$ cat src/rtl/mse_ram.sv
// Generic single-write, single-read synchronous RAM with registered read.
// No dependencies.
`default_nettype none

module mse_ram #(
    parameter int WIDTH = 8,
    parameter int DEPTH = 16
) (
    input  wire logic                     i_clk,
    input  wire logic                     i_we,
    input  wire logic [$clog2(DEPTH)-1:0] i_waddr,
    input  wire logic [WIDTH-1:0]         i_wdata,
    input  wire logic                     i_re,
    input  wire logic [$clog2(DEPTH)-1:0] i_raddr,
    output logic      [WIDTH-1:0]         o_rdata
);

    logic [WIDTH-1:0] r_mem [DEPTH];
    logic [WIDTH-1:0] r_rdata;

    // Write port
    always_ff @(posedge i_clk) begin
        if (i_we) begin
            r_mem[i_waddr] <= i_wdata;
        end
    end

    // Registered read port; holds while not enabled
    always_ff @(posedge i_clk) begin
        if (i_re) begin
            r_rdata <= r_mem[i_raddr];
        end
    end

    assign o_rdata = r_rdata;

endmodule

`default_nettype wire

$ cat config.mk
export PLATFORM = sky130hd
export DESIGN_NAME = mse_ram
export DESIGN_NICKNAME = d
export VERILOG_FILES = /design/src/rtl/mse_ram.sv
export SDC_FILE = /design/constraint.sdc
export NUM_CORES = 1
export LEC_CHECK = 0
export BUFFER_PORTS_ARGS = -buffer_cell sky130_fd_sc_hd__buf_2
export CELL_PAD_IN_SITES_DETAIL_PLACEMENT = 1
export CELL_PAD_IN_SITES_GLOBAL_PLACEMENT = 2
export CORE_ASPECT_RATIO = 1.4
export CORE_MARGIN = 3
export CORE_UTILIZATION = 48
export CTS_CLUSTER_SIZE = 10
export DETAILED_ROUTE_END_ITERATION = 8
export GPL_ROUTABILITY_DRIVEN = 0
export HOLD_SLACK_MARGIN = 0.06
export PLACE_DENSITY = 0.79
export SLEW_MARGIN = 15
export SYNTH_ARGS = -nofsm -noshare
export SYNTH_HDL_FRONTEND = slang
export SYNTH_SLANG_ARGS = --single-unit
$ cat constraint.sdc
create_clock -name i_clk -period 2.34 [get_ports i_clk]
set_clock_uncertainty 0.15 [all_clocks]
set_input_delay 0.117 -clock i_clk [delete_from_list [all_inputs] [get_ports i_clk]]
set_output_delay 0.117 -clock i_clk [all_outputs]
set_load 0.1 [all_outputs]
==> impl_results.md <==
- Core ar.: 10500 sq um
- Global route overflow: 0
- Vias in the first global route: 2756
- Crit path max fanout: 1
- Synth Flop Type: edfxtp_1
- Largest net degree at the start of global routing: 33
- Slowest cell on the critical path: mux4_1
- H-tree Lvls: 4
- Drt pass-1 iters: 4
- Top-count cell post-synth: edfxtp_1
- Num CTS Buffers: 17
- Worst EP arrival: 1670 ps
- R2r worst-path depth: 3
- Post-route ant nets: 0
- Clock Tree Root: clkbuf_16
- RSZ-0062 raised after global routing: no
- Number of flops mapped to enable cells by yosys: 136
- Clk buf depth: 2
- Crit-path max cell delay: 520 ps
- Final WL: 10700 um
- Setup crit end kind: flop
- Cell type with the largest total area after synthesis: edfxtp_1
- CTS clk-pin slew, worst paths: 60 ps
- Via density: 5.60
- Power per standard cell area: 963 nW/um^2
- Placed cell count: 401
- Max-cap check violation count: 0
- Drt drc: 0
- Post-route insts no fill: 442
- Gr usage total: 19.7%
- Hold Path Cell Cnt: 3
- Dpl hpwl: 6730 um
- P_leak: 2.18 nW
- Final nets: 310
- Max-slew violations: 0
- DR WL/cell: 24.2 um
- Status: finished, final reports clean
- Number of inserted diodes: 0
- Sequential area share after synthesis: 78.1%
- Iter 0 DRT Violations: 286
- Post-synth top cells: edfxtp_1 (136), mux4_2 (18), a22oi_1 (16)
- Proportion of layout cells with a drive suffix above 1: 30.6%
- Cells after Synth: 229
- Crit path cell chain: mux4_1, a22oi_1, nand2_1
- First-pass GRT wire length: 16600 um
- FFs w/ async S/R, synth: 0%
- CP Data Required Time: 2340 ps
- Worst slew margin: 47.8%
- Synth top area share: 78.1%
- Synth Net Count: 248
- Total negative slack: 0 ps
- I/O pin count: 27
- Crit path kind: reg -> reg
- Synth warnings: 0
- Starting Density: 49.7%
- Max Clk Rate: 598 MHz
- Yosys reg bits: 136
- Post_cts resized: 0
- Mapped Area: 5230 sq um
- Fin crit period: 1670 ps
- Final Hold Fails: 0
- Mapped Avg Cell Area: 22.8 sq um
- Worst Max-Slew Pin Slew: 781 ps
- Final setup violation count: 0
- Die area: 12200 sq um
- Startpoint Class: flop
- Setup Buffers After CTS: 0
- Maximum vdd drop: 0.000601 V
- Die W: 94.2 um
- TritonCTS Sinks: 136
- Vias: 2474
- Hold Buf Count CTS: 9
- Die Ht: 129 um
- Row Count: 44
- Cell variety after synth: 18
- Area Growth Syn to Fin: 22.0%
- IO Port Bufs: 26
- Worst Hold Class: in -> reg
- CTS tree: done
- Tcrit/Tclk final: 71.5%
- Worst skew pair latency: 410 ps
- Synth area leaders: edfxtp_1 (78%), mux4_2 (7.8%), mux4_1 (7.0%)
- Antenna violations before repair: 0
- R2R Setup Slk: 670 ps
-- metal layers --
layer / vias up / part of all wire [%] / track usage (%)
met2: 80 / 52 / 31.9
met1: 1265 / 41 / 25.6
met3: 20 / 3.7 / 4.53
met4: 0 / 2.5 / 9.10
met5: - / 0 / 0
li1: 1109 / - / -
-- area by class of cell --
cell class | instances | area [sq um]
well taps | 138 | 173
fillers | 890 | 4140
repair buffers | 53 | 380
clock inverters | 14 | 253
flip-flops and latches | 136 | 4080
multi-input cells | 83 | 1060
clock buffers | 18 | 429
-- sequential cells by signal (all words and copies together), names as in the netlist --
| register | cells |
|---|---|
| r_mem | 128 |
| o_rdata | 8 |
-- worst max-delay path: cells and delay by family (launching register included) --
kind,cells,cell delay (ps)
AND/OR/NAND/NOR,1,120
multiplexers,1,520
AO/OA/AOI/OAI,1,240
flip-flops,1,370
-- path summary, 6_finish.rpt --
kind | start | endpoint
max reg2reg | r_mem[0][0]$_DFFE_PP_ | o_rdata[0]$_DFFE_PP_
min | i_waddr[0] | r_mem[0][0]$_DFFE_PP_
min reg2reg | r_mem[12][4]$_DFFE_PP_ | o_rdata[4]$_DFFE_PP_
max | r_mem[0][0]$_DFFE_PP_ | o_rdata[0]$_DFFE_PP_
-- kinds of logic after synthesis --
| logic type | share of synthesized area [%] |
|---|---|
| flip-flops | 78.1 |
| multiplexers | 14.8 |
| AO/OA/AOI/OAI | 2.30 |
| AND/OR/NAND/NOR | 3.14 |
| buffers and inverters | 1.65 |
-- placed cells by master (no fill, tap or decap), drive strengths merged --
| master | n |
|---|---|
| mux4 | 32 |
| nand3 | 1 |
| nor2b | 1 |
| dlygate4sd3 | 9 |
| nor3 | 4 |
| buf | 44 |
| nand3b | 2 |
| clkinvlp | 2 |
| a22oi | 16 |
| clkinv | 5 |
| nand2b | 2 |
| and2 | 1 |
| clkbuf | 18 |
| edfxtp | 136 |
| or3b | 1 |
| bufinv | 7 |
| and2b | 1 |
| nor2 | 13 |
| nand2 | 9 |
-- through the flow --
| stage | utilization [%] | area (sq um) | setup WS, ps | hold WS [ps] | total power [W] |
|---|---|---|---|---|---|
| 6_report | 60.6 | 6380 | 668 | 120 | 0.00614 |
| 5_1_grt | 60.6 | 6380 | 624 | 132 | 0.00635 |
| 4_1_cts | 60.6 | 6380 | 653 | 103 | 0.00620 |
| 3_5_place_dp | 53.3 | 5600 | 432 | 336 | 0.00315 |
| 3_3_place_gp | 53.3 | 5600 | 492 | 340 | 0.00314 |
| 2_1_floorplan | - | 5230 | 580 | 65.9 | 0.00303 |
-- where the power goes --
part	internal, W	switching [W]
sequential	0.00275	0.0000133
clock	0.00210	0.000940
combinational	0.000116	0.000230
total	0.00496	0.00118
Power figures use the tool's default switching activity.
